==> src/rtl/rxf_pkg.sv <==
// ----------------------------------------------------------------------------
// rxf_pkg
// Shared constants, mode codes and the CORDIC arctangent table.
// ----------------------------------------------------------------------------
package rxf_pkg;

    localparam int COORD_W  = 32;   // Q16.16 coordinate width
    localparam int ANGLE_W  = 16;   // angle output width
    localparam int CORDIC_N = 16;   // CORDIC iterations
    localparam int FRAC_W   = 32;   // interpolation fraction, unsigned Q0.32
    localparam int ATAN_W   = 34;   // CORDIC angle accumulator, units of pi/2^31

    localparam logic [1:0] MODE_MAX   = 2'b01;
    localparam logic [1:0] MODE_MIN   = 2'b10;
    localparam logic [1:0] MODE_RESET = MODE_MAX;

    // atan(2^-i) in units of pi/2^31
    function automatic logic signed [ATAN_W-1:0] atan_lut(input logic [4:0] i);
        logic signed [ATAN_W-1:0] v;
        case (i)
            5'd0:    v = 34'sd536870912;
            5'd1:    v = 34'sd316933406;
            5'd2:    v = 34'sd167458907;
            5'd3:    v = 34'sd85004756;
            5'd4:    v = 34'sd42667331;
            5'd5:    v = 34'sd21354465;
            5'd6:    v = 34'sd10679838;
            5'd7:    v = 34'sd5340245;
            5'd8:    v = 34'sd2670163;
            5'd9:    v = 34'sd1335087;
            5'd10:   v = 34'sd667544;
            5'd11:   v = 34'sd333772;
            5'd12:   v = 34'sd166886;
            5'd13:   v = 34'sd83443;
            5'd14:   v = 34'sd41722;
            5'd15:   v = 34'sd20861;
            5'd16:   v = 34'sd10430;
            5'd17:   v = 34'sd5215;
            5'd18:   v = 34'sd2608;
            5'd19:   v = 34'sd1304;
            5'd20:   v = 34'sd652;
            5'd21:   v = 34'sd326;
            5'd22:   v = 34'sd163;
            5'd23:   v = 34'sd81;
            5'd24:   v = 34'sd41;
            5'd25:   v = 34'sd20;
            5'd26:   v = 34'sd10;
            5'd27:   v = 34'sd5;
            5'd28:   v = 34'sd3;
            5'd29:   v = 34'sd1;
            5'd30:   v = 34'sd1;
            default: v = 34'sd0;
        endcase
        return v;
    endfunction

endpackage

==> src/rtl/rxf_fifo.sv <==
// ----------------------------------------------------------------------------
// rxf_fifo
// Small synchronous queue between the detect front and the solver back.
// ----------------------------------------------------------------------------
module rxf_fifo #(
    parameter int DW    = 8,
    parameter int DEPTH = 2
) (
    input  logic          clk,
    input  logic          rst_n,
    input  logic          push,
    input  logic [DW-1:0] wr_data,
    input  logic          pop,
    output logic [DW-1:0] rd_data,
    output logic          full,
    output logic          empty
);
    import rxf_pkg::*;

    localparam int AW = (DEPTH > 1) ? $clog2(DEPTH) : 1;

    logic [DW-1:0] mem [DEPTH];
    logic [AW-1:0] wr_ptr_reg, rd_ptr_reg;
    logic [AW:0]   count_reg;

    assign full    = (count_reg == (AW+1)'(DEPTH));
    assign empty   = (count_reg == '0);
    assign rd_data = mem[rd_ptr_reg];

    always_ff @(posedge clk)
    begin
        if (push)
            mem[wr_ptr_reg] <= wr_data;
    end

    always_ff @(posedge clk or negedge rst_n)
    begin
        if (!rst_n)
        begin
            wr_ptr_reg <= '0;
            rd_ptr_reg <= '0;
            count_reg  <= '0;
        end
        else
        begin
            if (push)
                wr_ptr_reg <= (wr_ptr_reg == AW'(DEPTH-1)) ? '0 : wr_ptr_reg + 1'b1;
            if (pop)
                rd_ptr_reg <= (rd_ptr_reg == AW'(DEPTH-1)) ? '0 : rd_ptr_reg + 1'b1;
            if (push && !pop)
                count_reg <= count_reg + 1'b1;
            else if (pop && !push)
                count_reg <= count_reg - 1'b1;
        end
    end

endmodule

==> config.mk <==
export PLATFORM = sky130hd
export DESIGN_NAME = rxf_fifo
export DESIGN_NICKNAME = d
export VERILOG_FILES = /design/src/rtl/rxf_pkg.sv /design/src/rtl/rxf_fifo.sv
export SDC_FILE = /design/constraint.sdc
export NUM_CORES = 1
export LEC_CHECK = 0
export ABC_AREA = 0
export BUFFER_PORTS_ARGS = -buffer_cell sky130_fd_sc_hd__buf_4
export CORE_MARGIN = 3
export CORE_UTILIZATION = 52
export CTS_CLUSTER_SIZE = 14
export DETAILED_ROUTE_END_ITERATION = 10
export PLACE_DENSITY = 0.8
export SYNTH_ARGS = -nofsm -noshare
export SYNTH_HDL_FRONTEND = slang
export SYNTH_SLANG_ARGS = --single-unit
==> constraint.sdc <==
create_clock -name clk -period 2.2 [get_ports clk]
set_input_delay 0.33 -clock clk [delete_from_list [all_inputs] [get_ports clk]]
set_output_delay 0.33 -clock clk [all_outputs]
set_load 0.02 [all_outputs]
### Yosys cells after proc, flatten, opt, wreduce, memory -nomap -nowiden

Memory sizes are Yosys's and may differ from the RTL's.
Index checks and enable logic that the tools add are counted.

| word-level totals | value |
|---|---|
| register bits | 4 |
| bits in writable memories | 16 |
| input port bits | 12 |
| logic and storage cells | 21 |
| memories kept | 1 |

Memory list:

| name | depth | bits a word | read ports | clocked after memory_dff | wr ports | line | text |
|---|---|---|---|---|---|---|---|
| mem | 2 | 8 | 1 | 0 | 1 | rxf_fifo.sv:22 | `logic [DW-1:0] mem [DEPTH];` |

| operators by class | value |
|---|---|
| add/sub/neg operators | 4 |
| equality and inequality tests | 1 |
| mux-type cells | 6 |
| reductions and logical operators | 6 |

Operator list:

| operator | count |
|---|---|
| $mux W1 | 4 |
| $mux W2 | 2 |
| $add A1 B1 Y1 const B | 2 |
| $add A2 B1 Y2 const B | 1 |
| $eq A2 B2 Y1 const B | 1 |
| $logic_and A1 B1 Y1 | 2 |
| $logic_not A1 Y1 | 2 |
| $logic_not A2 Y1 | 1 |
| $reduce_bool A2 Y1 | 1 |
| $sub A2 B1 Y2 const B | 1 |

### Depth between registers and ports, before layout

| logic depth | value |
|---|---|
| depth after elaboration | 4 |
| mapped depth | 5 |
| gate-level depth less buffers | 5 |

### Worst setup path after synthesis

OpenSTA, ideal clock, no wires.

| path | value |
|---|---|
| kind | reg2reg |
| start point | reg wr_ptr_reg |
| end point | mem mem[0][0], enable pin |
| library setup time | 0.373 ns |
| data arrival time | 0.789 ns |
| path slack | 1.038 ns |
| stages on the path, launching flop included | 2 |
| buffers on the path | 0 |
| clock period less this slack | 1.162 ns |
| cells stage by stage | dfrtp_1 > nor2b_1 |

RTL lines:

| element | line | text |
|---|---|---|
| start: declaration | rxf_fifo.sv:23 | `logic [AW-1:0] wr_ptr_reg, rd_ptr_reg;` |
| start signal: assignment | rxf_fifo.sv:47 | `wr_ptr_reg <= (wr_ptr_reg == AW'(DEPTH-1)) ? '0 : wr_ptr_reg + 1'b1;` |
| end: declaration | rxf_fifo.sv:22 |  |

Straight into the memory's write port.

### Final worst setup path

| path | value |
|---|---|
| start point | reg rd_ptr_reg |
| end point | out rd_data[4] |

| between the ends | value |
|---|---|
| cells in the longest elaborated chain, start to end | 1 |

Ends and longest elaborated chain:

| element | line | text |
|---|---|---|
| start: declaration | rxf_fifo.sv:23 |  |
| start signal: assignment | rxf_fifo.sv:49 | `rd_ptr_reg <= (rd_ptr_reg == AW'(DEPTH-1)) ? '0 : rd_ptr_reg + 1'b1;` |
| $mem_v2 Z2 W8 | - |  |
| end: declaration | rxf_fifo.sv:14 | `output logic [DW-1:0] rd_data,` |

Every way passes these cells.

==> results <==
- The run finished with clean final reports.
- The final number of hold-violating endpoints is 0.
- Data on the critical path arrives at its endpoint at ~1400 ps.
- The flip-flop count of the largest register, all copies and words added is 16.
- The first-pass GRT wire length is 1770 um.
- The critical path is of the reg2out type.
- The worst hold path belongs to the class in2reg.
- The setup-violating endpoint count in the final report is 0.
- In this run the standard cell core region covers between 0.001 and 0.0015 mm2.
- The routability congestion estimate from global placement is 0.655.
- From synthesis to final layout, the design area changed by 26.1%.
- Based on the critical path, the design can be clocked at up to 0.577 GHz.
- The register bit total from synthesis is 20.
- In this design, the stage delay of the slowest critical-path cell is between 500 and 600 ps.
- The per-instance average area after synthesis is 18.8 um2.
- The synthesized-area fraction occupied by and/or/nand/nor cells is 0.0373.
- In the routed layout, each cell is associated on average with a via count of 5.01.
- The complex-gate fraction of the synthesized area came to 0.
- The number of buffers inserted during clock tree synthesis is 3.
- The critical hold path startpoint is wr_data[1].
- The largest delay contributor family on the critical path is flip-flops.
- The slowest stage of the critical path is the dfrtp_1 cell.
- The proportion of synthesized area in mux cells is 0.117.
- The max-cap violation count is 0.
- Counting along the longest clock path gives a buffer depth of 2.
- The uppermost metal layer occupied by signal nets is met4.
- The synthesized netlist net count is between 50 and 60.
- The source of the worst register-to-register timing path is wr_ptr_reg.
- The total length of routed met2 wires is a little over 600 um.
- The clock sink count is 20.
- The remaining design rule violation count is 0.
- For this block, the initial DRC count from the detailed router was 4.
- Prior to clock tree synthesis, the placed netlist has a worst setup slack of about 760 ps.
- The Yosys step of the flow raised 0 warnings.
- The row count is 13.
- The post-synthesis instance area is 771 um2.
- The floorplan step set the die width to 44.5 um.
- The netlist uses 12 different library cells.
- The measured slew at the worst slew-check pin is 730 ps.
- Along the worst path, the maximum fanout reaches 9.
- Entering global routing, the biggest net connects 12 pins.
- The initial cell density of the core is 0.571.
- Measured on the finished design, the core utilization comes to 0.720.
- The tightest slew margin relative to the limit is 0.512.
- The gate count of the mapped netlist is between 40 and 50.
- The start point of the critical path is rd_ptr_reg.
- The worst path meets setup with 466 ps of slack.
- The fraction of final layout cells with drive strength greater than 1 is 0.500.
- With fillers left out, the area of the finished cells amounts to 972 um2.
- Summed over all nets, the half-perimeter wirelength after detailed placement is 821 um.
- The clock tree root buffer cell is clkbuf_4.
- The smallest clock period supported by the final layout is computed as 1730 ps.
- The count of buffer and inverter cells on the critical path is 1.
- The post-synthesis adder-cell area fraction is 0.0162.
- The count of H-tree levels built during CTS is 1.
- The portion of the post-synthesis area used by sequential elements is 0.753.
- The later pin in the worst-skew pair is clocked with a latency of 280 ps.
- The setup check on the worst reg-to-reg path leaves a slack of 840 ps.
- The final sum of negative setup slack is 0 ps.
- Summing all placed instances gives a cell area of 936 um2.
- The repair_antennas step left the layout with diodes totalling 0.
- The peak supply drop is roughly 0.86 mV.
- The floorplan step defined a die boundary enclosing ~0.002 mm2.
- The aggregate global routing overflow is 0.
- The total count of max-transition violations in the final report is 0.
- Wire segments on met3 add up to around 60 um in the final route.
- The ratio of total power to cell area is around 1200 mW/mm2.
- The clock-pin slew on the worst setup and hold paths is ~100 ps.
- Pin placement for this block handled 22 I/O pins.
- For this run, the total global-route usage over all layers was measured as 0.130.
- The count of instances resized after the clock tree is built is 0.
- The critical path goes through mux2_2 -> buf_4.
- The initial antenna violation count is 0.
- In the finished design, the share of the clock period the worst path needs comes to 0.788.
- TritonCTS built the clock tree.
- The number of buffer cells added on primary ports is 21.
- The post-route antenna net violation count is 0.
- The leakage power is between 0.3 and 0.4 nW.
- Across all layers, the routed design uses ~400 vias.
- STA puts the critical path data required time at between 1500 and 2000 ps.
- The final setup skew is 3.75 ps.
- The average wire per standard cell is 13.5 um.
- The final layout contains 80 nets.
- Setup repair after global routing left no endpoint under its margin.
- STA classifies the critical path startpoint as a register.
- Of the total synthesized cell area, the portion taken by XOR and XNOR cells is 0.0568.
- For this block, wires on met1 add up to 408 um.
- By area, the combinational part of the netlist is dominated by multiplexers.
- On the final layout, the worst hold slack is between 200 and 250 ps.
- The number of iterations in the first detailed-routing pass is 4.
- The die is 44.5 um tall.
- The worst setup path is captured at a primary output.
- The via count of the first global-routing pass is 420.
- The total wire length is 1090 um.
[layer usage]
layer / vias up / track usage
met5: - / 0
met1: 192 / 0.146
met4: 0 / 0.0723
met3: 2 / 0.0366
met2: 13 / 0.221
li1: 199 / -
[kinds of logic (layout without fill, tap and decap cells)]
family,count (synthesis),in the layout
adders and majority gates,1,1
and+or+nand+nor,5,5
DFF,20,20
xor gates and xnor gates,5,5
muxes,8,8
buffers and inverters,2,27
[what timing repair did]
action,4_1_cts,5_1_grt
endpoints found under the hold margin,4,0
hold buffers,1,0
setup buffers,0,0
[final timing paths]
check | to | cells after the start
max in group asynchronous | rd_ptr_reg | 2
worst min register to register | wr_ptr_reg | 1
worst max-delay path | rd_data[4] | 2
worst max register to register | mem[0][5] | 1
min in group asynchronous | wr_ptr_reg | 2
worst min-delay path | mem[0][1] | 1
[through the flow]
stage,cells,power [mW]
final,81,1.18
after global routing,81,1.25
after CTS,81,1.19
after detailed placement,76,1.03
after global placement,76,1.01
after floorplan,41,0.867
[cell type report]
class	count	area (um2)
clock buffer	4	26.3
fill	89	378
inverter	1	3.75
multi-input combinational	19	175
sequential	20	581
tap	15	18.8
timing repair buffer	22	168
[report_power, final]
| part | switching, mW | internal, mW | total, mW | leakage, nW |
|---|---|---|---|---|
| logic | 0.212 | 0.217 | 0.429 | 0.185 |
| clock network | 0.0933 | 0.0703 | 0.164 | 0.0150 |
| registers | 0.0726 | 0.514 | 0.587 | 0.197 |
[synth_stat cells]
| master | n | area (um2) |
|---|---|---|
| mux2_2 | 8 | 90.1 |
| xnor2_1 | 1 | 8.76 |
| dfrtp_1 | 4 | 100 |
| inv_1 | 1 | 3.75 |
| nor2_1 | 2 | 7.51 |
| and2b_2 | 1 | 8.76 |
| buf_6 | 1 | 11.3 |
| edfxtp_1 | 16 | 480 |
| nor2b_1 | 1 | 6.26 |
| xor2_1 | 4 | 35.0 |
| and2_1 | 1 | 6.26 |
| ha_1 | 1 | 12.5 |
[placed cells by master (no fill, tap or decap), drive strengths merged]
master / Yosys / routed
buf: 1 / 21
edfxtp: 16 / 16
mux2: 8 / 8
xor2: 4 / 4
dfrtp: 4 / 4
clkbuf: 0 / 4
nor2: 2 / 2
inv: 1 / 1
and2: 1 / 1
and2b: 1 / 1
nor2b: 1 / 1
xnor2: 1 / 1
ha: 1 / 1
dlygate4sd3: 0 / 1
No activity file was read; power rests on OpenSTA's default activity.
